[src/hw/rtl/prfd_pkg.sv]
package prfd_pkg;

  localparam int ANGLE_DIGITS  = 3;
  localparam int RADIUS_DIGITS = 4;

  localparam int POS_W = 3;
  localparam logic [POS_W-1:0] ANGLE_END = POS_W'(ANGLE_DIGITS);
  localparam logic [POS_W-1:0] FRAME_LEN = POS_W'(ANGLE_DIGITS + RADIUS_DIGITS);

  localparam int BYTE_W   = 8;
  localparam int ANGLE_W  = 10;
  localparam int DEG_W    = 9;
  localparam int RADIUS_W = 14;
  localparam int IDX_W    = 7;
  localparam int MAG_W    = 25;
  localparam int OUT_W    = 15;
  localparam int FRAC_W   = 24;
  localparam int PROD_W   = RADIUS_W + MAG_W;

  localparam logic [BYTE_W-1:0] START_CHAR_RST = 8'd35;
  localparam logic [BYTE_W-1:0] CHAR_ZERO      = 8'h30;
  localparam logic [BYTE_W-1:0] CHAR_NINE      = 8'h39;

  localparam logic [DEG_W-1:0] DEG_90  = 9'd90;
  localparam logic [DEG_W-1:0] DEG_180 = 9'd180;
  localparam logic [DEG_W-1:0] DEG_360 = 9'd360;

  localparam int CFG_ADDR_W = 3;
  localparam logic [CFG_ADDR_W-1:0] REG_START_CHAR = 3'd0;

  // pi/180 in Q30
  localparam logic [63:0] DEG_TO_RAD_Q30 = 64'd18740330;

  typedef struct packed {
    logic [DEG_W-1:0]    angle;
    logic [RADIUS_W-1:0] radius;
  } polar_t;

  typedef struct packed {
    logic [MAG_W-1:0]    mag_sin;
    logic [MAG_W-1:0]    mag_cos;
    logic                neg_sin;
    logic                neg_cos;
    logic [RADIUS_W-1:0] radius;
  } trig_t;

  typedef logic [90:0][MAG_W-1:0] sin_tab_t;

  // Taylor series through x^15, truncating at every step, Q24 result
  function automatic logic [MAG_W-1:0] sin_quarter_q24(input logic [IDX_W-1:0] d);
    logic [63:0]        x;
    logic [63:0]        x2;
    logic [63:0]        term;
    logic signed [63:0] sum;
    logic [63:0]        s;
    x    = 64'(d) * DEG_TO_RAD_Q30;
    x2   = (x * x) >> 30;
    term = x;
    sum  = signed'(x);
    term = ((term * x2) >> 30) / 64'd6;
    sum  = sum - signed'(term);
    term = ((term * x2) >> 30) / 64'd20;
    sum  = sum + signed'(term);
    term = ((term * x2) >> 30) / 64'd42;
    sum  = sum - signed'(term);
    term = ((term * x2) >> 30) / 64'd72;
    sum  = sum + signed'(term);
    term = ((term * x2) >> 30) / 64'd110;
    sum  = sum - signed'(term);
    term = ((term * x2) >> 30) / 64'd156;
    sum  = sum + signed'(term);
    term = ((term * x2) >> 30) / 64'd210;
    sum  = sum - signed'(term);
    if (sum < 0) begin
      sum = 64'sd0;
    end
    s = (unsigned'(sum) + 64'd32) >> 6;
    if (s > 64'd16777216) begin
      s = 64'd16777216;
    end
    return MAG_W'(s);
  endfunction

  function automatic sin_tab_t build_sin_tab();
    sin_tab_t tab;
    for (int d = 0; d <= 90; d++) begin
      tab[d] = sin_quarter_q24(IDX_W'(d));
    end
    return tab;
  endfunction

  localparam sin_tab_t SIN_TAB = build_sin_tab();

endpackage

[src/hw/rtl/prfd_parser.sv]
module prfd_parser (
  input  logic                clk,
  input  logic                rst_n,
  input  logic [7:0]          start_char,
  input  logic                in_valid,
  output logic                in_ready,
  input  logic [7:0]          rx_byte,
  output logic                frm_valid,
  input  logic                frm_ready,
  output prfd_pkg::polar_t    frm_data
);
  import prfd_pkg::*;

  logic [POS_W-1:0]    pos_r, pos_nxt;
  logic                open_r, open_nxt;
  logic [ANGLE_W-1:0]  angle_r, angle_nxt;
  logic [RADIUS_W-1:0] radius_r, radius_nxt;
  logic                ended_r, ended_nxt;
  logic                valid_r, valid_nxt;
  polar_t              data_r, data_nxt;

  logic                fire;
  logic                is_digit;
  logic [3:0]          digit;
  logic [ANGLE_W-1:0]  angle_mod;

  assign in_ready  = !valid_r || frm_ready;
  assign fire      = in_valid && in_ready;
  assign is_digit  = rx_byte inside {[CHAR_ZERO:CHAR_NINE]};
  assign digit     = 4'(rx_byte - CHAR_ZERO);
  assign frm_valid = valid_r;
  assign frm_data  = data_r;

  // the last byte of a frame is a radius byte, so the angle is already final;
  // angle_r stays below 1024, so at most two subtractions of 360
  always_comb begin
    if (angle_r >= 10'd720) begin
      angle_mod = angle_r - 10'd720;
    end else if (angle_r >= 10'd360) begin
      angle_mod = angle_r - 10'd360;
    end else begin
      angle_mod = angle_r;
    end
  end

  always_comb begin
    pos_nxt    = pos_r;
    open_nxt   = open_r;
    angle_nxt  = angle_r;
    radius_nxt = radius_r;
    ended_nxt  = ended_r;
    valid_nxt  = in_ready ? 1'b0 : valid_r;
    data_nxt   = data_r;
    if (fire) begin
      if (rx_byte == start_char) begin
        open_nxt   = 1'b1;
        pos_nxt    = '0;
        angle_nxt  = '0;
        radius_nxt = '0;
        ended_nxt  = 1'b0;
      end else if (open_r) begin
        // radius field starts fresh
        if (pos_r == ANGLE_END) begin
          ended_nxt = 1'b0;
        end
        if (!ended_nxt && is_digit) begin
          if (pos_r < ANGLE_END) begin
            angle_nxt = ANGLE_W'(angle_r * 10'd10 + ANGLE_W'(digit));
          end else begin
            radius_nxt = RADIUS_W'(radius_r * 14'd10 + RADIUS_W'(digit));
          end
        end else begin
          ended_nxt = 1'b1;
        end
        pos_nxt = pos_r + 1'b1;
        if (pos_nxt == FRAME_LEN) begin
          valid_nxt       = 1'b1;
          data_nxt.angle  = DEG_W'(angle_mod);
          data_nxt.radius = radius_nxt;
          open_nxt        = 1'b0;
          pos_nxt         = '0;
          ended_nxt       = 1'b0;
        end
      end
    end
  end

  always_ff @(posedge clk) begin
    if (!rst_n) begin
      pos_r    <= '0;
      open_r   <= 1'b0;
      angle_r  <= '0;
      radius_r <= '0;
      ended_r  <= 1'b0;
      valid_r  <= 1'b0;
    end else begin
      pos_r    <= pos_nxt;
      open_r   <= open_nxt;
      angle_r  <= angle_nxt;
      radius_r <= radius_nxt;
      ended_r  <= ended_nxt;
      valid_r  <= valid_nxt;
    end
  end

  always_ff @(posedge clk) begin
    data_r <= data_nxt;
  end

endmodule

[src/hw/rtl/prfd_lookup.sv]
module prfd_lookup (
  input  logic             clk,
  input  logic             rst_n,
  input  logic             frm_valid,
  output logic             frm_ready,
  input  prfd_pkg::polar_t frm_data,
  output logic             trig_valid,
  input  logic             trig_ready,
  output prfd_pkg::trig_t  trig_data
);
  import prfd_pkg::*;

  logic             valid_r, valid_nxt;
  trig_t            data_r, data_nxt;
  logic [DEG_W-1:0] cos_angle;
  logic [DEG_W-1:0] half_sin, half_cos;
  logic [IDX_W-1:0] idx_sin, idx_cos;

  assign frm_ready  = !valid_r || trig_ready;
  assign trig_valid = valid_r;
  assign trig_data  = data_r;

  always_comb begin
    cos_angle = frm_data.angle + DEG_90;
    if (cos_angle >= DEG_360) begin
      cos_angle = cos_angle - DEG_360;
    end
    half_sin = (frm_data.angle >= DEG_180) ? frm_data.angle - DEG_180 : frm_data.angle;
    half_cos = (cos_angle >= DEG_180) ? cos_angle - DEG_180 : cos_angle;
    // fold into the first quadrant
    idx_sin  = IDX_W'((half_sin <= DEG_90) ? half_sin : DEG_180 - half_sin);
    idx_cos  = IDX_W'((half_cos <= DEG_90) ? half_cos : DEG_180 - half_cos);

    data_nxt         = data_r;
    valid_nxt        = frm_ready ? frm_valid : valid_r;
    if (frm_ready) begin
      data_nxt.mag_sin = SIN_TAB[idx_sin];
      data_nxt.mag_cos = SIN_TAB[idx_cos];
      data_nxt.neg_sin = frm_data.angle >= DEG_180;
      data_nxt.neg_cos = cos_angle >= DEG_180;
      data_nxt.radius  = frm_data.radius;
    end
  end

  always_ff @(posedge clk) begin
    if (!rst_n) begin
      valid_r <= 1'b0;
    end else begin
      valid_r <= valid_nxt;
    end
  end

  always_ff @(posedge clk) begin
    data_r <= data_nxt;
  end

endmodule

[src/hw/rtl/prfd_scale.sv]
module prfd_scale (
  input  logic                   clk,
  input  logic                   rst_n,
  input  logic                   trig_valid,
  output logic                   trig_ready,
  input  prfd_pkg::trig_t        trig_data,
  output logic                   out_valid,
  input  logic                   out_ready,
  output logic signed [14:0]     out_speed_milli,
  output logic signed [14:0]     out_turn_milli
);
  import prfd_pkg::*;

  localparam logic [PROD_W-1:0] ROUND_HALF = PROD_W'(1) << (FRAC_W - 1);

  logic                valid_r, valid_nxt;
  logic [OUT_W-1:0]    speed_r, speed_nxt;
  logic [OUT_W-1:0]    turn_r, turn_nxt;
  logic [PROD_W-1:0]   prod_sin, prod_cos;
  logic [RADIUS_W-1:0] rnd_sin, rnd_cos;

  assign trig_ready      = !valid_r || out_ready;
  assign out_valid       = valid_r;
  assign out_speed_milli = signed'(speed_r);
  assign out_turn_milli  = signed'(turn_r);

  always_comb begin
    prod_sin = PROD_W'(trig_data.radius) * PROD_W'(trig_data.mag_sin) + ROUND_HALF;
    prod_cos = PROD_W'(trig_data.radius) * PROD_W'(trig_data.mag_cos) + ROUND_HALF;
    rnd_sin  = RADIUS_W'(prod_sin >> FRAC_W);
    rnd_cos  = RADIUS_W'(prod_cos >> FRAC_W);

    valid_nxt = trig_ready ? trig_valid : valid_r;
    speed_nxt = speed_r;
    turn_nxt  = turn_r;
    if (trig_ready) begin
      // apply sign after rounding
      speed_nxt = trig_data.neg_sin ? OUT_W'(OUT_W'(0) - OUT_W'(rnd_sin)) : OUT_W'(rnd_sin);
      turn_nxt  = trig_data.neg_cos ? OUT_W'(OUT_W'(0) - OUT_W'(rnd_cos)) : OUT_W'(rnd_cos);
    end
  end

  always_ff @(posedge clk) begin
    if (!rst_n) begin
      valid_r <= 1'b0;
    end else begin
      valid_r <= valid_nxt;
    end
  end

  always_ff @(posedge clk) begin
    speed_r <= speed_nxt;
    turn_r  <= turn_nxt;
  end

endmodule

[src/hw/rtl/polar_remote_frame_decoder_top.sv]
// Polar remote frame decoder.
// Input channel (in_valid/in_ready/in_rx_byte) takes one received byte per item.
// A byte equal to the start_char register opens or restarts a frame; the next three
// bytes are angle digits and the following four radius digits. The seventh data byte
// produces one result item on the out_ channel: out_speed_milli = r*sin(angle) and
// out_turn_milli = r*cos(angle), rounded, two's complement. Other bytes give no result.
// Throughput: one byte per cycle while out_ready is high. A result passes through the
// parser register, the sine table register and the multiply and round register, in
// that order.
// Configuration: APB-style port, start_char at byte address 0; writes are taken at
// psel & penable & pwrite, pready is tied high, reads return the register (zero elsewhere).
// Reset (rst_n low, synchronous) sets start_char to '#' and closes any open frame.
// When out_ready is low the pipeline holds; in_ready drops only once the register
// behind the parser is full and cannot advance, so no item is lost.
module polar_remote_frame_decoder_top (
  input  logic                clk,
  input  logic                rst_n,
  input  logic                in_valid,
  output logic                in_ready,
  input  logic [7:0]          in_rx_byte,
  output logic                out_valid,
  input  logic                out_ready,
  output logic signed [14:0]  out_speed_milli,
  output logic signed [14:0]  out_turn_milli,
  input  logic                cfg_psel,
  input  logic                cfg_penable,
  input  logic                cfg_pwrite,
  input  logic [2:0]          cfg_paddr,
  input  logic [31:0]         cfg_pwdata,
  output logic [31:0]         cfg_prdata,
  output logic                cfg_pready
);
  import prfd_pkg::*;

  logic [BYTE_W-1:0] start_char_r, start_char_nxt;
  logic              frm_valid, frm_ready;
  polar_t            frm_data;
  logic              trig_valid, trig_ready;
  trig_t             trig_data;

  assign cfg_pready = 1'b1;
  assign cfg_prdata = (cfg_paddr == REG_START_CHAR) ? 32'(start_char_r) : 32'd0;

  always_comb begin
    start_char_nxt = start_char_r;
    if (cfg_psel && cfg_penable && cfg_pwrite && cfg_pready
        && cfg_paddr == REG_START_CHAR) begin
      start_char_nxt = cfg_pwdata[BYTE_W-1:0];
    end
  end

  always_ff @(posedge clk) begin
    if (!rst_n) begin
      start_char_r <= START_CHAR_RST;
    end else begin
      start_char_r <= start_char_nxt;
    end
  end

  prfd_parser u_parser (
    .clk        (clk),
    .rst_n      (rst_n),
    .start_char (start_char_r),
    .in_valid   (in_valid),
    .in_ready   (in_ready),
    .rx_byte    (in_rx_byte),
    .frm_valid  (frm_valid),
    .frm_ready  (frm_ready),
    .frm_data   (frm_data)
  );

  prfd_lookup u_lookup (
    .clk        (clk),
    .rst_n      (rst_n),
    .frm_valid  (frm_valid),
    .frm_ready  (frm_ready),
    .frm_data   (frm_data),
    .trig_valid (trig_valid),
    .trig_ready (trig_ready),
    .trig_data  (trig_data)
  );

  prfd_scale u_scale (
    .clk             (clk),
    .rst_n           (rst_n),
    .trig_valid      (trig_valid),
    .trig_ready      (trig_ready),
    .trig_data       (trig_data),
    .out_valid       (out_valid),
    .out_ready       (out_ready),
    .out_speed_milli (out_speed_milli),
    .out_turn_milli  (out_turn_milli)
  );

endmodule
[config.mk]
export PLATFORM = sky130hd
export DESIGN_NAME = polar_remote_frame_decoder_top
export DESIGN_NICKNAME = d
export VERILOG_FILES = /design/src/hw/rtl/prfd_pkg.sv /design/src/hw/rtl/prfd_parser.sv /design/src/hw/rtl/prfd_lookup.sv /design/src/hw/rtl/prfd_scale.sv /design/src/hw/rtl/polar_remote_frame_decoder_top.sv
export SDC_FILE = /design/constraint.sdc
export NUM_CORES = 2
export LEC_CHECK = 0
export ABC_AREA = 1
export BUFFER_PORTS_ARGS = -buffer_cell sky130_fd_sc_hd__clkbuf_2
export CORE_MARGIN = 1.5
export CORE_UTILIZATION = 40
export CTS_BUF_LIST = sky130_fd_sc_hd__clkbuf_8
export DETAILED_ROUTE_END_ITERATION = 8
export GPL_TIMING_DRIVEN = 0
export PLACE_DENSITY = 0.56
export SLEW_MARGIN = 10
export SYNTH_ARGS = -nofsm -noshare
export SYNTH_HDL_FRONTEND = slang
export SYNTH_SLANG_ARGS = --single-unit
[constraint.sdc]
create_clock -name clk -period 6.85 [get_ports clk]
set_input_delay 0.3425 -clock clk [delete_from_list [all_inputs] [get_ports clk]]
set_output_delay 0.3425 -clock clk [all_outputs]
set_load 0.01 [all_outputs]
# After elaboration in Yosys (flattened, before gate mapping)
# Memory sizes are Yosys's and may differ from the RTL's. A register that Yosys moved wholly into a read port is not among the register bits.
# Index checks and enable logic that the tools add are counted.
[op_classes] n_lt_le_gt_ge=10 n_mul=4 add_sub_neg=16 reduce_logical=20 n_mux=37 n_eq_ne=3 n_bitwise=1
[op_table] operator="$mux W14" count=6
[op_table] operator="$add A38 B24 Y38 const B" count=2
[op_table] operator="$mul A14 B25 Y38" count=2
[op_table] operator="$mux W9" count=5
[op_table] operator="$mux W10" count=4
[op_table] operator="$sub A1 B14 Y15 const A" count=2
[op_table] operator="$sub A9 B8 Y9 const B" count=3
[op_table] operator="$ge A9 B8 Y1 const B" count=2
[op_table] operator="$le A9 B7 Y1 const B" count=2
[op_table] operator="$sub A9 B9 Y9 const B" count=2
[op_table] operator="$mux W1" count=16
[op_table] operator="$add A14 B4 Y14" count=1
[op_table] operator="$mul A14 B3 Y13 const B" count=1
[op_table] operator="$mux W7" count=2
[op_table] operator="$sub A6 B7 Y7 const A" count=2
[op_table] operator="$add A10 B4 Y10" count=1
[op_table] operator="$ge A10 B10 Y1 const B" count=1
[op_table] operator="$ge A10 B9 Y1 const B" count=1
[op_table] operator="$mul A10 B3 Y9 const B" count=1
[op_table] operator="$add A9 B7 Y9 const B" count=1
[op_table] operator="$ge A9 B9 Y1 const B" count=1
[op_table] operator="$mux W3" count=3
[op_table] operator="$eq A8 B8 Y1" count=1
[op_table] operator="$ge A8 B6 Y1 const B" count=1
[op_table] operator="other kinds (15)" count=28
[totals] input_bits=50 romBits=6400 mem_count=2 wordCells=111 out_inout_bits=65 reg_bits=109
[memory_table] name="(no name shown)" depth=128 width=25 rd=1 rd_ports_with_merged_regs=1 write_ports=0 line="prfd_lookup.sv:37" source="data_nxt.mag_sin = SIN_TAB[idx_sin];"
[memory_table] name="(no name shown)" depth=128 width=25 rd=1 rd_ports_with_merged_regs=1 write_ports=0 line="prfd_lookup.sv:38" source="data_nxt.mag_cos = SIN_TAB[idx_cos];"

# Logic depth before layout (Yosys ltp)
[logic_depth] word_depth=12 ltp_mapped=40

# Hierarchy
# Synthesis repeated with hierarchy kept, for this count alone.
[unflattened] hier_cells=5499 area_unflattened_um2=38775.9
[modules_own_cells] mod="prfd_scale" cells_each=3519 area_per_inst_um2=25700.9 instances=1 seq_area_each_um2=920.9
[modules_own_cells] mod="prfd_lookup" cells_each=1371 area_per_inst_um2=8466.9 instances=1 seq_area_each_um2=2001.9
[modules_own_cells] mod="prfd_parser" cells_each=513 area_per_inst_um2=3971.3 instances=1 seq_area_each_um2=1291.2
[modules_own_cells] mod="polar_remote_frame_decoder_top" cells_each=96 area_per_inst_um2=636.9 instances=1 seq_area_each_um2=160.2

# Worst setup path before layout
# No wires, ideal clock.
[synth_timing] path_kind="reg2reg" start="register u_lookup.data_r, in the netlist u_lookup.trig_data[1]" end="register u_scale.speed_r[12], in the netlist u_scale.out_speed_milli[12] (data pin)" setup_slack_ps=375 required_time_ps=6600 period_less_slack_ps=6475 stages_incl_launch_ff=31 path_buffers=2 arrival_ps=6225 path_cell_list="edfxtp_1 > clkbuf_1 > buf_1 > nand2_1 > inv_1 > fa_1 > fa_1 > fa_1 > inv_1 > fa_1 > inv_1 > fa_1 > inv_1 > fa_1 > inv_1 > ha_1 > nand2_1 > nor2_1 > nand2_1 > o211ai_1 > nor2_1 > nand2_1 > or2_2 > nand2_1 > nand2_1 > nor2_1 > nand4_1 > o31ai_1 > nand3_1 > nand2_1 > inv_1"
[synth_between] elab_chain_len=4
[synth_rtl] item="from (decl)" line="prfd_lookup.sv:14" source="trig_t data_r, data_nxt;"
[synth_rtl] item="from (signal assigned)" line="prfd_lookup.sv:54" source="data_r <= data_nxt;"
[synth_rtl] item="$mul A14 B25 Y38 (*)" line="prfd_scale.sv:28" source="prod_sin = PROD_W'(trig_data.radius) * PROD_W'(trig_data.mag_sin) + ROUND_HALF;"
[synth_rtl] item="$add A38 B24 Y38 (*)" line="prfd_scale.sv:28"
[synth_rtl] item="$sub A1 B14 Y15" line="prfd_scale.sv:38" source="speed_nxt = trig_data.neg_sin ? OUT_W'(OUT_W'(0) - OUT_W'(rnd_sin)) : OUT_W'(rnd_sin);"
[synth_rtl] item="$mux W14 (*)" line="prfd_scale.sv:38"
[synth_rtl] item="to (signal assigned)" line="prfd_scale.sv:52" source="speed_r <= speed_nxt;"
[synth_rtl] item="to (decl)" line="prfd_scale.sv:17" source="logic [OUT_W-1:0] speed_r, speed_nxt;"
# Every way passes the cells marked *; elsewhere a longest branch is shown, timed or not.
# A chain may end at the register's enable or synchronous reset.

# Final worst setup path
[layout_timing] start="register u_lookup.trig_data[52] (netlist name)" end="register u_scale.speed_r[10], in the netlist u_scale.out_speed_milli[10] (data pin)"
[layout_between] elab_chain_len=4
[layout_rtl] item="$mul A14 B25 Y38 (*)" line="prfd_scale.sv:28"
[layout_rtl] item="$add A38 B24 Y38 (*)" line="prfd_scale.sv:28"
[layout_rtl] item="$sub A1 B14 Y15" line="prfd_scale.sv:38"
[layout_rtl] item="$mux W14 (*)" line="prfd_scale.sv:38"
# Marks and branches as above.

==> qor.log <==
INFO  die            floorplan.die.height=308microns
INFO  die            core=0.0918sqmm
INFO  drt            routed_via_density=5.21
INFO  clock_tree     cts_num_sinks=159
INFO  sta            max_freq=146MHz
INFO  drt            wl=139000microns
INFO  setup_path     r2r_cells=26
INFO  clock_tree     cts_buffers=17
INFO  clock_tree     cts-root-to-sink-buffers=2
INFO  clock_tree     cts_root_buffer=sky130_fd_sc_hd__clkbuf_8
INFO  synth          synth_enable_flop_cells=119
INFO  finish         layout.cells.most_common_list=sky130_fd_sc_hd__nand2_1, sky130_fd_sc_hd__inv_1, sky130_fd_sc_hd__fa_1
INFO  finish         final_layout_size_suffix_gt1_frac=0.117
INFO  grt            grt_antenna_before_repair=4
INFO  die            row_count=111
INFO  setup_path     criticalPathCategory=flip-flop to flip-flop
INFO  drt            antenna_violating_nets_post_route=0
INFO  finish         post-route-util=0.454
INFO  grt            grt_remaining_overflow=0
INFO  synth          synth-async-reset-ratio=0
INFO  die            initial_utilization=0.404
INFO  outcome        outcome=finished clean
INFO  clock_tree     htreeDepth=4
INFO  sta            setup_slack=0.00858ns
INFO  synth          netlist_area=0.0371sqmm
INFO  setup_path     crit_required=7.14ns
INFO  sta            max_slew.worst_pin.slew=1.17ns
INFO  finish         layout.filler_cells=9578
INFO  setup_path     crit_arrival=7.13ns
INFO  setup_path     end_kind=flip-flop
INFO  clock_tree     path_clk_slew=0.10ns
INFO  finish         syn_to_final_growth=12.3%
INFO  finish         layout_commonest_cell=sky130_fd_sc_hd__nand2_1
INFO  sta            period_minus_slack=6.84ns
INFO  sta            hold_ws=0.0790ns
INFO  synth          yosys.cell_types.count=63
INFO  placement      port-buffer-count=64
INFO  die            width_of_the_chip=308microns
INFO  sta            rsz_0062_raised_after_global_routing=true
INFO  drt            detailroute.via_count=34188
INFO  run            max_cap_viol_count=0
INFO  placement      preCtsSetupSlack=-1.57ns
INFO  sta            timing.final.crit_share=0.999
INFO  sta            setup_total_negative_slack=0ns
INFO  sta            relSlewSlack=0.217
INFO  clock_tree     worstSkewPairLatency=0.55ns
INFO  grt            largest_net_degree_at_the_start_of_global_routing=66
INFO  worst_hold_path min_path_type=input pin to flip-flop
INFO  grt            grt_pass1_wl=209000microns
INFO  synth          yosys_most_used_dff=sky130_fd_sc_hd__edfxtp_1
INFO  sta            finalSetupViolCount=0
INFO  sta            final.setup_skew=0.0223ns
INFO  synth          ys_ff_latch=159
INFO  grt            first_global_vias=34129
INFO  synth          synth.yosys.seq_area_share=0.118
INFO  setup_path     timing.critical_path.fanout_max=10
INFO  sta            maxSlewViolCount=0
INFO  grt            grt_util_all_layers=0.296
INFO  synth          synth-warning-count=0
INFO  placement      dpl.hpwl=112000microns
INFO  finish         fin_nets=6224
INFO  synth          syn_area_per_cell=7.26squm
INFO  synth          synth_cells=5111
INFO  pwr            irDropWorstVdd=0.0946mV
INFO  drt            drc=0
INFO  drt            drtIter0Drc=2602
INFO  drt            drt_pre_antenna_iters=6
INFO  die            die-area=0.0946sqmm
INFO  setup_path     timing.critical_path.from_type=flip-flop
INFO  pwr            cellLeakagePower=23.0nW
INFO  clock_tree     cts_tree=done
INFO  die            ios=115
INFO  pwr            power_density=42.8mW/mm^2
INFO  worst_hold_path worst_hold_path.num_cells=3
INFO  drt            post_drt_wl_per_cell=21.2microns
INFO  placement      globalplace.congestion=1.01
INFO  sta            finalHoldViolCount=0
[critical path, stage by stage (launching register included)]
cell and delay (ns):
sky130_fd_sc_hd__edfxtp_1 0.55, sky130_fd_sc_hd__buf_4 0.26, sky130_fd_sc_hd__nand2_1 0.10, sky130_fd_sc_hd__fa_1 0.52, sky130_fd_sc_hd__fa_1 0.53, sky130_fd_sc_hd__inv_1 0.06, sky130_fd_sc_hd__fa_1 0.56, sky130_fd_sc_hd__fa_1 0.43
sky130_fd_sc_hd__fa_1 0.50, sky130_fd_sc_hd__inv_1 0.05, sky130_fd_sc_hd__fa_1 0.47, sky130_fd_sc_hd__inv_1 0.04, sky130_fd_sc_hd__ha_1 0.33, sky130_fd_sc_hd__nand2_1 0.17, sky130_fd_sc_hd__o21ai_0 0.25, sky130_fd_sc_hd__a21oi_1 0.24
sky130_fd_sc_hd__nor2_1 0.06, sky130_fd_sc_hd__nor2_1 0.08, sky130_fd_sc_hd__nand2_1 0.07, sky130_fd_sc_hd__or2_2 0.27, sky130_fd_sc_hd__nand2_1 0.12, sky130_fd_sc_hd__nand2_2 0.08, sky130_fd_sc_hd__nor2_4 0.12, sky130_fd_sc_hd__nand4_1 0.16
sky130_fd_sc_hd__o31ai_4 0.31, sky130_fd_sc_hd__xor2_1 0.21, sky130_fd_sc_hd__inv_1 0.07
[metrics by stage]
step	cells	area [sq um]	power (mW)
2_1_floorplan	5134	37200	1.07
3_3_place_gp	6441	39100	1.09
3_5_place_dp	6443	39100	1.09
4_1_cts	6515	40800	1.82
5_1_grt	6567	41600	1.85
6_report	6567	41600	1.78
[cell type report]
cell class	count	area, sq um	area share
Sequential cell	159	4370	0.105
Multi-Input combinational cell	3547	27900	0.670
Clock inverter	15	175	0.00421
Timing Repair Buffer	173	1300	0.0311
Inverter	1194	4490	0.108
Buffer	218	1630	0.0391
Antenna cell	1	2.50	0.0000601
Clock buffer	17	234	0.00562
Tap cell	1243	1560	0.0373
[report_power, final]
part / total (mW) / internal [mW] / switching, mW
combinational: 0.0458 / 0.0208 / 0.0250
sequential: 1.02 / 1.02 / 0.000387
clock: 0.716 / 0.274 / 0.441
total: 1.78 / 1.32 / 0.467
[worst paths after layout]
kind / startpoint / endpoint / slack [ns]
setup / recovery: u_lookup.trig_data[52] / u_scale.out_speed_milli[10] / 0.009
hold / removal: cfg_pwdata[7] / start_char_r[7] / 0.08
hold reg to reg: u_parser.frm_data[8] / u_lookup.trig_data[8] / 0.42
setup reg to reg: u_lookup.trig_data[52] / u_scale.out_speed_milli[10] / 0.009
[registers in the layout, summed over array words and instances (netlist names)]
signal and count:
u_parser.angle_r 10, u_parser.ended_r 1, u_parser.pos_r 3, u_parser.open_r 1, u_parser.frm_data 23, u_parser.radius_r 14, u_lookup.trig_data 66, u_scale.out_valid 1
u_lookup.trig_valid 1, u_scale.out_turn_milli 15, start_char_r 8, u_parser.frm_valid 1, u_scale.out_speed_milli 15
[what timing repair did]
item	in CTS	in global routing
hold buffers	3	0
setup buffers	51	51
cloned	0	2
hold endpoints to repair	3	0
gates resized for setup	271	170
pin swaps	16	56
endpoints found under the setup margin	30	19
[metal layers]
metal  up-vias  track usage  part of all wire
li1      15735            -                 -
met1     16827        0.383              0.41
met2      1282        0.485              0.47
met3       342       0.0440             0.069
met4         2        0.144             0.053
met5         -            0           0.00014
[synth_stat cells, types with 4 or more instances]
library cell                   n  area, sq um
sky130_fd_sc_hd__a21o_1        8         60.1
sky130_fd_sc_hd__a21oi_1     207         1040
sky130_fd_sc_hd__a22oi_1       4         30.0
sky130_fd_sc_hd__a31oi_1      17          106
sky130_fd_sc_hd__buf_1        12         45.0
sky130_fd_sc_hd__buf_2        34          170
sky130_fd_sc_hd__buf_4        35          263
sky130_fd_sc_hd__buf_6         6         67.6
sky130_fd_sc_hd__clkbuf_1    146          548
sky130_fd_sc_hd__dfxtp_1      40          801
sky130_fd_sc_hd__edfxtp_1    119         3570
sky130_fd_sc_hd__fa_1        548        11000
sky130_fd_sc_hd__ha_1        316         3950
sky130_fd_sc_hd__inv_1      1170         4390
sky130_fd_sc_hd__inv_2        22         82.6
sky130_fd_sc_hd__nand2_1    1482         5560
sky130_fd_sc_hd__nand2_2      25          156
sky130_fd_sc_hd__nand2_4      10          113
sky130_fd_sc_hd__nand3_1     229         1150
sky130_fd_sc_hd__nand3_2       6         60.1
sky130_fd_sc_hd__nand3b_1      8         60.1
sky130_fd_sc_hd__nand4_1      32          200
sky130_fd_sc_hd__nor2_1      199          747
sky130_fd_sc_hd__nor2_2        6         37.5
sky130_fd_sc_hd__nor2_4        7         78.8
sky130_fd_sc_hd__nor3_1       20          100
sky130_fd_sc_hd__nor4_1        4         25.0
sky130_fd_sc_hd__o2111ai_1     4         35.0
sky130_fd_sc_hd__o211ai_1     22          165
sky130_fd_sc_hd__o21a_1        9         67.6
sky130_fd_sc_hd__o21ai_0     163          816
sky130_fd_sc_hd__o21ai_1      35          175
sky130_fd_sc_hd__o21bai_1      4         30.0
sky130_fd_sc_hd__o22ai_1       6         37.5
sky130_fd_sc_hd__o31ai_1      10         75.1
sky130_fd_sc_hd__or2_2        10         62.6
sky130_fd_sc_hd__xnor2_1      34          298
sky130_fd_sc_hd__xor2_1       61          534
[kinds of logic after synthesis]
group,share of synthesized area
simple gates,0.230
buf+inv,0.151
fa+ha+maj,0.402
compound gates,0.0754
flops,0.118
xor+xnor,0.0229
other cells,0.000202
mux,0.000304
No activity file was read; power rests on OpenSTA's default activity.
